[src/design/agl_pkg.sv]
// Shared types for the array gcd/lcm unit: controller commands and datapath status.
`default_nettype none

package agl_pkg;

    // Operand pair loaded into the binary gcd engine
    typedef enum logic {
        GSEL_RUN_GCD,   // running gcd with the element magnitude
        GSEL_RUN_LCM    // running lcm with the element magnitude
    } gcd_sel_t;

    typedef struct packed {
        logic     load_in;
        logic     gcd_start;
        gcd_sel_t gcd_sel;
        logic     gcd_step;
        logic     wr_run_gcd;
        logic     div_start;
        logic     div_step;
        logic     mul_start;
        logic     mul_step;
        logic     wr_lcm_first;
        logic     wr_lcm_zero;
        logic     wr_lcm_prod;
        logic     clear_run;
        logic     load_out;
    } agl_cmd_t;

    typedef struct packed {
        logic gcd_done;
        logic cnt_done;
        logic is_last;
        logic first;
        logic mag_zero;
        logic lcm_zero;
        logic lcm_held;
    } agl_status_t;

endpackage

`default_nettype wire

[src/design/array_gcd_lcm_unit.sv]
// Top level of the array gcd/lcm unit: controller and datapath.
//
//  Channel | Ports                                      | Beat carries
//  --------+--------------------------------------------+------------------------------
//  input   | s_valid s_ready s_value s_is_last          | one array element, last flag
//  result  | m_valid m_ready m_gcd_out m_lcm_out        | gcd, saturated lcm, overflow
//          | m_lcm_overflow                             | (one beat per array)
//
//  Per element the unit runs G1 binary gcd steps on (running gcd, magnitude), at most
//  about twice the sum of both operand widths. The lcm then takes a shortcut (first
//  element, a zero, or held at saturation), or else runs G2 gcd steps on (running lcm,
//  magnitude), LCM_WIDTH divider steps and VALUE_WIDTH multiplier steps. One shared
//  gcd engine runs both the G1 and the G2 steps.
//  Reset (aresetn low, synchronous) clears the running gcd to 0 and the running lcm to 1.
//  A result waiting on m_ready does not block the next element; only a second final
//  element stalls, in its finish state, until the pending beat is taken.
`default_nettype none

module array_gcd_lcm_unit #(
    parameter int VALUE_WIDTH = 16,
    parameter int LCM_WIDTH   = 32
) (
    input  wire logic                          aclk,
    input  wire logic                          aresetn,
    input  wire logic                          s_valid,
    output logic                               s_ready,
    input  wire logic signed [VALUE_WIDTH-1:0] s_value,
    input  wire logic                          s_is_last,
    output logic                               m_valid,
    input  wire logic                          m_ready,
    output logic [VALUE_WIDTH-1:0]             m_gcd_out,
    output logic [LCM_WIDTH-1:0]               m_lcm_out,
    output logic                               m_lcm_overflow
);

    // Command and status between sequencer and datapath
    agl_pkg::agl_cmd_t    cmd;
    agl_pkg::agl_status_t sts;

    // Sequencer: owns the handshakes and advances one step per cycle, except while waiting on s_valid or m_ready
    agl_ctrl u_ctrl (
        .aclk    (aclk),
        .aresetn (aresetn),
        .s_valid (s_valid),
        .s_ready (s_ready),
        .m_valid (m_valid),
        .m_ready (m_ready),
        .sts     (sts),
        .cmd     (cmd)
    );

    // Datapath: running state, gcd engine, divider, multiplier, output register
    agl_datapath #(
        .VALUE_WIDTH (VALUE_WIDTH),
        .LCM_WIDTH   (LCM_WIDTH)
    ) u_datapath (
        .aclk           (aclk),
        .aresetn        (aresetn),
        .cmd            (cmd),
        .sts            (sts),
        .s_value        (s_value),
        .s_is_last      (s_is_last),
        .m_gcd_out      (m_gcd_out),
        .m_lcm_out      (m_lcm_out),
        .m_lcm_overflow (m_lcm_overflow)
    );

endmodule

`default_nettype wire

[src/design/agl_ctrl.sv]
// Sequencing state machine for the array gcd/lcm unit.
`default_nettype none

module agl_ctrl (
    input  wire logic                aclk,
    input  wire logic                aresetn,
    input  wire logic                s_valid,
    output logic                     s_ready,
    output logic                     m_valid,
    input  wire logic                m_ready,
    input  wire agl_pkg::agl_status_t sts,
    output agl_pkg::agl_cmd_t        cmd
);

    typedef enum logic [2:0] {
        ST_IDLE,
        ST_GCD_INIT,
        ST_GCD_RUN,
        ST_LCM_PICK,
        ST_LCM_GCD,
        ST_DIV,
        ST_MUL,
        ST_FINISH
    } state_t;

    state_t state_reg, state_next;
    logic   m_valid_reg, m_valid_next;

    assign s_ready = (state_reg == ST_IDLE);
    assign m_valid = m_valid_reg;

    always_comb begin
        cmd          = '0;
        state_next   = state_reg;
        m_valid_next = m_valid_reg & ~m_ready;
        case (state_reg)
            ST_IDLE: begin
                if (s_valid) begin
                    cmd.load_in = 1'b1;
                    state_next  = ST_GCD_INIT;
                end
            end
            ST_GCD_INIT: begin
                cmd.gcd_start = 1'b1;
                cmd.gcd_sel   = agl_pkg::GSEL_RUN_GCD;
                state_next    = ST_GCD_RUN;
            end
            ST_GCD_RUN: begin
                if (sts.gcd_done) begin
                    cmd.wr_run_gcd = 1'b1;
                    state_next     = ST_LCM_PICK;
                end else begin
                    cmd.gcd_step = 1'b1;
                end
            end
            ST_LCM_PICK: begin
                if (sts.first) begin
                    cmd.wr_lcm_first = 1'b1;
                    state_next       = ST_FINISH;
                end else if (sts.mag_zero || sts.lcm_zero) begin
                    cmd.wr_lcm_zero = 1'b1;
                    state_next      = ST_FINISH;
                end else if (sts.lcm_held) begin
                    state_next = ST_FINISH;
                end else begin
                    cmd.gcd_start = 1'b1;
                    cmd.gcd_sel   = agl_pkg::GSEL_RUN_LCM;
                    state_next    = ST_LCM_GCD;
                end
            end
            ST_LCM_GCD: begin
                if (sts.gcd_done) begin
                    cmd.div_start = 1'b1;
                    state_next    = ST_DIV;
                end else begin
                    cmd.gcd_step = 1'b1;
                end
            end
            ST_DIV: begin
                if (sts.cnt_done) begin
                    cmd.mul_start = 1'b1;
                    state_next    = ST_MUL;
                end else begin
                    cmd.div_step = 1'b1;
                end
            end
            ST_MUL: begin
                if (sts.cnt_done) begin
                    cmd.wr_lcm_prod = 1'b1;
                    state_next      = ST_FINISH;
                end else begin
                    cmd.mul_step = 1'b1;
                end
            end
            ST_FINISH: begin
                if (!sts.is_last) begin
                    state_next = ST_IDLE;
                end else if (!m_valid_reg || m_ready) begin
                    // Free output slot: publish and start a fresh array
                    cmd.load_out  = 1'b1;
                    cmd.clear_run = 1'b1;
                    m_valid_next  = 1'b1;
                    state_next    = ST_IDLE;
                end
            end
            default: begin
                state_next = ST_IDLE;
            end
        endcase
    end

    always_ff @(posedge aclk) begin
        if (!aresetn) begin
            state_reg   <= ST_IDLE;
            m_valid_reg <= 1'b0;
        end else begin
            state_reg   <= state_next;
            m_valid_reg <= m_valid_next;
        end
    end

endmodule

`default_nettype wire

[src/design/agl_datapath.sv]
// Datapath of the array gcd/lcm unit: binary gcd engine, divider, multiplier, running state.
`default_nettype none

module agl_datapath #(
    parameter int VALUE_WIDTH = 16,
    parameter int LCM_WIDTH   = 32
) (
    input  wire logic                    aclk,
    input  wire logic                    aresetn,
    input  wire agl_pkg::agl_cmd_t       cmd,
    output agl_pkg::agl_status_t         sts,
    input  wire logic signed [VALUE_WIDTH-1:0] s_value,
    input  wire logic                    s_is_last,
    output logic [VALUE_WIDTH-1:0]       m_gcd_out,
    output logic [LCM_WIDTH-1:0]         m_lcm_out,
    output logic                         m_lcm_overflow
);

    localparam int VW = VALUE_WIDTH;
    localparam int LW = LCM_WIDTH;
    localparam int W  = (LW > VW) ? LW : VW;
    localparam int PW = LW + VW;
    localparam int KW = $clog2(W + 1);
    localparam int CMAX = (LW > VW) ? LW : VW;
    localparam int CW = $clog2(CMAX + 1);
    localparam logic [LW-1:0] LMAX = '1;

    logic [VW-1:0] value_u, mag_in;
    logic [VW-1:0] mag_reg;
    logic          last_reg;

    logic [VW-1:0] run_gcd_reg;
    logic [LW-1:0] run_lcm_reg;
    logic          ovf_reg, first_reg;

    logic [W-1:0]  ga_reg, gb_reg, gres;
    logic [KW-1:0] gk_reg;

    logic [LW-1:0] rem_reg, quo_reg, div_reg;
    logic [LW:0]   trial, diff;

    logic [PW-1:0] prod_reg, mcand_reg;
    logic [VW-1:0] mplier_reg;
    logic [CW-1:0] cnt_reg;

    logic          mag_big, prod_ovf;

    assign value_u = s_value;
    assign mag_in  = value_u[VW-1] ? (~value_u + VW'(1)) : value_u;

    assign gres     = (ga_reg | gb_reg) << gk_reg;
    assign trial    = {rem_reg, quo_reg[LW-1]};
    assign diff     = trial - {1'b0, div_reg};
    assign mag_big  = W'(mag_reg) > W'(LMAX);
    assign prod_ovf = prod_reg[PW-1:LW] != '0;

    assign sts.gcd_done = (ga_reg == '0) || (gb_reg == '0);
    assign sts.cnt_done = (cnt_reg == '0);
    assign sts.is_last  = last_reg;
    assign sts.first    = first_reg;
    assign sts.mag_zero = (mag_reg == '0);
    assign sts.lcm_zero = (run_lcm_reg == '0);
    assign sts.lcm_held = ovf_reg && (run_lcm_reg == LMAX);

    // Running state: reset, per-array clear and per-element updates
    always_ff @(posedge aclk) begin
        if (!aresetn || cmd.clear_run) begin
            run_gcd_reg <= '0;
            run_lcm_reg <= LW'(1);
            ovf_reg     <= 1'b0;
            first_reg   <= 1'b1;
        end else begin
            if (cmd.wr_run_gcd) begin
                run_gcd_reg <= VW'(gres);
            end
            if (cmd.wr_lcm_first) begin
                run_lcm_reg <= mag_big ? LMAX : LW'(mag_reg);
                ovf_reg     <= ovf_reg | mag_big;
                first_reg   <= 1'b0;
            end
            if (cmd.wr_lcm_zero) begin
                run_lcm_reg <= '0;
            end
            if (cmd.wr_lcm_prod) begin
                run_lcm_reg <= prod_ovf ? LMAX : prod_reg[LW-1:0];
                ovf_reg     <= ovf_reg | prod_ovf;
            end
        end
    end

    // Working registers
    always_ff @(posedge aclk) begin
        if (cmd.load_in) begin
            mag_reg  <= mag_in;
            last_reg <= s_is_last;
        end

        if (cmd.gcd_start) begin
            ga_reg <= (cmd.gcd_sel == agl_pkg::GSEL_RUN_LCM) ? W'(run_lcm_reg)
                                                             : W'(run_gcd_reg);
            gb_reg <= W'(mag_reg);
            gk_reg <= '0;
        end else if (cmd.gcd_step) begin
            if (!ga_reg[0] && !gb_reg[0]) begin
                ga_reg <= ga_reg >> 1;
                gb_reg <= gb_reg >> 1;
                gk_reg <= gk_reg + KW'(1);
            end else if (!ga_reg[0]) begin
                ga_reg <= ga_reg >> 1;
            end else if (!gb_reg[0]) begin
                gb_reg <= gb_reg >> 1;
            end else if (ga_reg >= gb_reg) begin
                ga_reg <= ga_reg - gb_reg;
            end else begin
                gb_reg <= gb_reg - ga_reg;
            end
        end

        if (cmd.div_start) begin
            rem_reg <= '0;
            quo_reg <= run_lcm_reg;
            div_reg <= LW'(gres);
            cnt_reg <= CW'(LW);
        end else if (cmd.div_step) begin
            rem_reg <= diff[LW] ? trial[LW-1:0] : diff[LW-1:0];
            quo_reg <= {quo_reg[LW-2:0], ~diff[LW]};
            cnt_reg <= cnt_reg - CW'(1);
        end else if (cmd.mul_start) begin
            prod_reg   <= '0;
            mcand_reg  <= PW'(quo_reg);
            mplier_reg <= mag_reg;
            cnt_reg    <= CW'(VW);
        end else if (cmd.mul_step) begin
            if (mplier_reg[0]) begin
                prod_reg <= prod_reg + mcand_reg;
            end
            mcand_reg  <= mcand_reg << 1;
            mplier_reg <= mplier_reg >> 1;
            cnt_reg    <= cnt_reg - CW'(1);
        end

        if (cmd.load_out) begin
            m_gcd_out      <= run_gcd_reg;
            m_lcm_out      <= run_lcm_reg;
            m_lcm_overflow <= ovf_reg;
        end
    end

endmodule

`default_nettype wire
[config.mk]
export PLATFORM = sky130hd
export DESIGN_NAME = array_gcd_lcm_unit
export DESIGN_NICKNAME = d
export VERILOG_FILES = /design/src/design/agl_pkg.sv /design/src/design/array_gcd_lcm_unit.sv /design/src/design/agl_ctrl.sv /design/src/design/agl_datapath.sv
export SDC_FILE = /design/constraint.sdc
export NUM_CORES = 1
export LEC_CHECK = 0
export BUFFER_PORTS_ARGS = -buffer_cell sky130_fd_sc_hd__clkbuf_2
export CAP_MARGIN = 40
export CORE_MARGIN = 2
export CORE_UTILIZATION = 64
export DETAILED_ROUTE_END_ITERATION = 16
export PLACE_DENSITY = 0.89
export SYNTH_ARGS = -nofsm -noshare
export SYNTH_HDL_FRONTEND = slang
export SYNTH_SLANG_ARGS = --single-unit
[constraint.sdc]
create_clock -name aclk -period 6.53 [get_ports aclk]
set_input_delay 1.306 -clock aclk [delete_from_list [all_inputs] [get_ports aclk]]
set_output_delay 1.306 -clock aclk [all_outputs]
set_load 0.05 [all_outputs]
# Yosys cells after proc, flatten, opt, wreduce, memory -nomap -nowiden
# Index checks and enable logic that the tools add are counted.
# classes
magnitude_cmp	1
shifts	1
reduce_logical	34
bitwise_logic	8
muxes	67
n_addsub	7
eq_ne	18
# ops
operator	n
$mux W32	19
$mux W48	3
$logic_not A32 Y1	3
$mux W16	4
$sub A32 B32 Y32	2
$add A48 B48 Y48	1
$sub A33 B32 Y33	1
$eq A32 B32 Y1 const B	1
$ge A32 B32 Y1	1
$or A32 B32 Y32	1
$shl A32 B6 Y32	1
$mux W3	8
$pmux W3 S8	1
$mux W2	10
$mux W6	3
$mux W1	17
$add A16 B1 Y16 const B	1
$logic_not A16 Y1	1
$not A16 Y16	1
$reduce_bool A16 Y1	1
$mux W15	1
$eq A3 B3 Y1 const B	4
$ne A4 B4 Y1 const B	3
$reduce_and A3 Y1	4
21 further kinds	44
# word_totals
input_bits	21
ff_bits	404
output_inout_bits	51
wordCells	162

# Longest topological paths before layout
# logic_depth
depth_word	8
mapped_depth	14

# Modules after synthesis
# A second synthesis with hierarchy kept.
# unflattened
cells_unflattened	2851
area_unflattened_um2	27068.5
# modules_own_cells
mod	seq_area_each_um2	area_each_um2	cells_each	n_inst
agl_datapath	10910.5	26708.1	2801	1
agl_ctrl	80.1	360.3	50	1

# Least setup slack after synthesis
# No wires, ideal clock.
# synth_path
kind	reg2reg
from	register u_datapath.gb_reg[14]
to	register u_datapath.ga_reg[10], enable pin
stages_incl_launch_ff	13
arrival_ns	4.412
path_slack_ns	1.656
n_path_buf	1
cell_sequence	edfxtp_1 inv_1 ha_1 buf_2 nor2_1 nand2_1 or3_1 a21o_1 a31oi_1 nor4_2 o21ai_0 a21oi_1 o21ai_0
# synth_between
elab_chain_cells	6
elab_cells_between_ends	8
cone_classes	1 x order compare; 1 x eq/ne; 2 x mux; 4 x reduce/logical
# synth_lines
element	line_no	rtl
from (decl)	agl_datapath.sv:36	logic [W-1:0] ga_reg, gb_reg, gres;
from (signal assigned)	agl_datapath.sv:101	gb_reg <= W'(mag_reg);
from (signal assigned)	agl_datapath.sv:106	gb_reg <= gb_reg >> 1;
from (signal assigned)	agl_datapath.sv:111	gb_reg <= gb_reg >> 1;
branches (longest 5 deep; another with $ge A32 B32 Y1)	n/a	
$reduce_and A3 Y1 (no source line) (*)	n/a	
to (signal assigned)	agl_datapath.sv:99	ga_reg <= (cmd.gcd_sel == agl_pkg::GSEL_RUN_LCM) ? W'(run_lcm_reg)
to (signal assigned)	agl_datapath.sv:105	ga_reg <= ga_reg >> 1;
to (signal assigned)	agl_datapath.sv:109	ga_reg <= ga_reg >> 1;
to (decl)	agl_datapath.sv:36	
# Every way passes the cells marked *.
# A chain may end at the register's enable or synchronous reset.

# Final worst setup path
# layout_path
from	register u_datapath.ga_reg[0]
to	register u_datapath.gb_reg[12], enable pin
# layout_between
elab_chain_cells	6
elab_cells_between_ends	11
cone_classes	1 x order compare; 1 x eq/ne; 2 x mux; 7 x reduce/logical
# layout_lines
element
branches (longest 5 deep; another with $ge A32 B32 Y1)
$reduce_and A3 Y1 (no source line) (*)
# Marks and branches as above.

==> metrics.csv <==
metric;value;unit
CP required;6.75;ns
Most used DFF post-synth;edfxtp_1;
boundary pin count;72;
synth unique cells;82;
Sink Count;404;
Final period util;66.11;%
skew final;0.01927;ns
busiest grt layer;met2;
grt met3 use;7.683;%
area delta synth->final;8.489;%
remaining global-route overflow;0;
Post-Syn Area;0.02678;sq mm
routed wire length per instance;24.51;um
FP Rows;74;
Max FO, Critical Path;15;
H-Tree Depth;2;
quantity of hold-fixing buffers added after cts;0;
setup violators final;0;
antenna cells;0;
Die Ht;208.6;um
area occupied by multi-input gates;0.01455;sq mm
Data arrival, critical path;4.54;ns
initial DRC count;2884;
Clock Latency Late Sink;0.60;ns
TritonCTS Buffers;43;
initial antenna violation count;2;
via count;23775;
Sequential Area;0.01099;sq mm
Core Box Area;0.04111;sq mm
flops & latches, synth;404;
setup TNS;0;ns
dpl hpwl;63.54;mm
nets;3145;
Initial Util;65.14;%
Total Routing Usage GR;39.05;%
FMAX;231.6;MHz
hold crit path type;register to register;
Remaining DRCs;0;
Post-CTS Setup Bufs;0;
Mapped Avg Cell Area;9.091;sq um
Fillers;3058;
post_cts resized;0;
Leak;11.48;nW
layout cells sized above 1;8.798;%
final max-slew violation count;0;
drt total wl;86.02;mm
commonest non-fill, non-tap cell in the layout;nand2_1;
Die X;208.6;um
largest net degree at the start of global routing;60;
Antenna Nets Post-Route;0;
Post-synth EDFFs;290;
Syn Nets;3148;
CP endpoint kind;register;
pwr/cell area;476.9;mW/mm^2
M2 GR Usage;61.27;%
Max Buffers Root-to-Sink;3;
Design Power;13.86;mW
minimum clock period;4.317;ns
Clk pin slew, worst setup/hold paths;0.07;ns
max cap viols;0;
RSZ-0062 raised after global routing;false;
clock root cell;clkbuf_16;
Synth warnings;0;
met1 usage;52.38;%
Seq/Total Area, Yosys;41.04;%
Port-buffer cells;71;
most used cells in the layout excluding fill and tap cells;nand2_1, edfxtp_1, nor2_1;
Via density;6.774;
ys async rst share;0;%
GPL Wtd Cong;1.021;
design area;0.02905;sq mm
peak supply drop;0.2981;mV
vias in the first global route;22753;
global-route wire length before repair;132.2;mm
outcome;complete, no violations;
Final Hold Fails;0;
TritonCTS clock tree;built;
placement-stage cell area;0.02758;sq mm
DR pass1 iterations;7;
CP Class;register to register;
CP startpoint kind;register;
Relative slew margins;31.27;%
Post-Synthesis Cells;2946;
DIE AREA;0.04350;sq mm
worst-margin pin slew;1.023;ns
cell usage after synthesis, types with 37 or more instances:
cell type | n | area, sq um
nand2_1 | 354 | 1329
edfxtp_1 | 290 | 8708
nor2_1 | 236 | 885.9
a21oi_1 | 208 | 1041
o21ai_0 | 188 | 940.9
inv_1 | 178 | 668.1
ha_1 | 177 | 2215
clkbuf_1 | 120 | 450.4
dfxtp_1 | 114 | 2282
xnor2_1 | 102 | 893.4
mux2i_1 | 77 | 770.7
nand3_1 | 72 | 360.4
nor3_1 | 57 | 285.3
a21o_1 | 54 | 405.4
nor4_1 | 46 | 287.8
a211oi_1 | 44 | 330.3
and2_1 | 40 | 250.2
xor2_1 | 40 | 350.3
mux2_2 | 38 | 427.9
nand4_1 | 38 | 237.7
nor2b_1 | 37 | 231.5
cell families after synthesis:
kind of cell / Yosys count / synth area share [%]
AND/OR/NAND/NOR: 968 / 16.64
XOR/XNOR: 142 / 4.644
AO/OA/AOI/OAI: 788 / 18.68
buffers and inverters: 335 / 4.859
multiplexers: 128 / 5.569
flip-flops: 404 / 41.04
adder cells (fa/ha/maj): 181 / 8.568
per-stage QoR:
step / cells / worst slack (ns) / util (%) / hold WS (ns)
final: 3510 / 2.213 / 70.68 / 0.4705
after global routing: 3510 / 2.102 / 70.68 / 0.4975
after CTS: 3510 / 2.288 / 70.68 / 0.4729
after detailed placement: 3430 / 2.327 / 67.09 / 0.4649
after global placement: 3423 / 2.323 / 66.74 / 0.4537
after floorplan: 2946 / 1.656 / - / 0.4227
worst max-delay path, cell delays in order, from the launching register on:
cell      delay (ns)
edfxtp_1        0.51
inv_1           0.15
ha_1            0.22
inv_1           0.07
fa_1            0.41
nor2b_1         0.15
o21a_1          0.19
o31ai_1         0.27
a21o_1          0.20
a31oi_1         0.12
nor4_2          0.65
nor2_2          0.20
a21o_1          0.22
nand2_1         0.56
final timing paths:
check | start | endpoint | slack, ns | depth (start not counted)
worst max-delay path | u_datapath.ga_reg[0]$_DFFE_PP_ | u_datapath.gb_reg[12]$_DFFE_PP_ | 2.21 | 13
worst min-delay path | u_datapath.rem_reg[20]$_SDFFE_PP0P_ | u_datapath.rem_reg[20]$_SDFFE_PP0P_ | 0.47 | 2
worst max register to register | u_datapath.ga_reg[0]$_DFFE_PP_ | u_datapath.gb_reg[12]$_DFFE_PP_ | 2.21 | 13
worst min register to register | u_datapath.rem_reg[20]$_SDFFE_PP0P_ | u_datapath.rem_reg[20]$_SDFFE_PP0P_ | 0.47 | 2
final cells by class:
class / instances / share of cell area, %
Multi-Input combinational cell: 2207 / 50.08
Sequential cell: 404 / 37.83
Clock buffer: 61 / 4.397
Inverter: 185 / 2.390
Timing Repair Buffer: 102 / 2.334
Tap cell: 532 / 2.291
Clock inverter: 19 / 0.6761
routing by layer:
layer	wire [um]	share of wire (%)
met1	33910	39
met2	38680	45
met3	8802	10
met4	4603	5.4
met5	27	0.031
report_power, final:
group	total (mW)	internal, mW	switching [mW]
registers	3.89	3.33	0.552
clock network	2.58	1.49	1.09
logic	7.39	2.62	4.77
total	13.9	7.44	6.41
No activity file was read; power rests on OpenSTA's default activity.
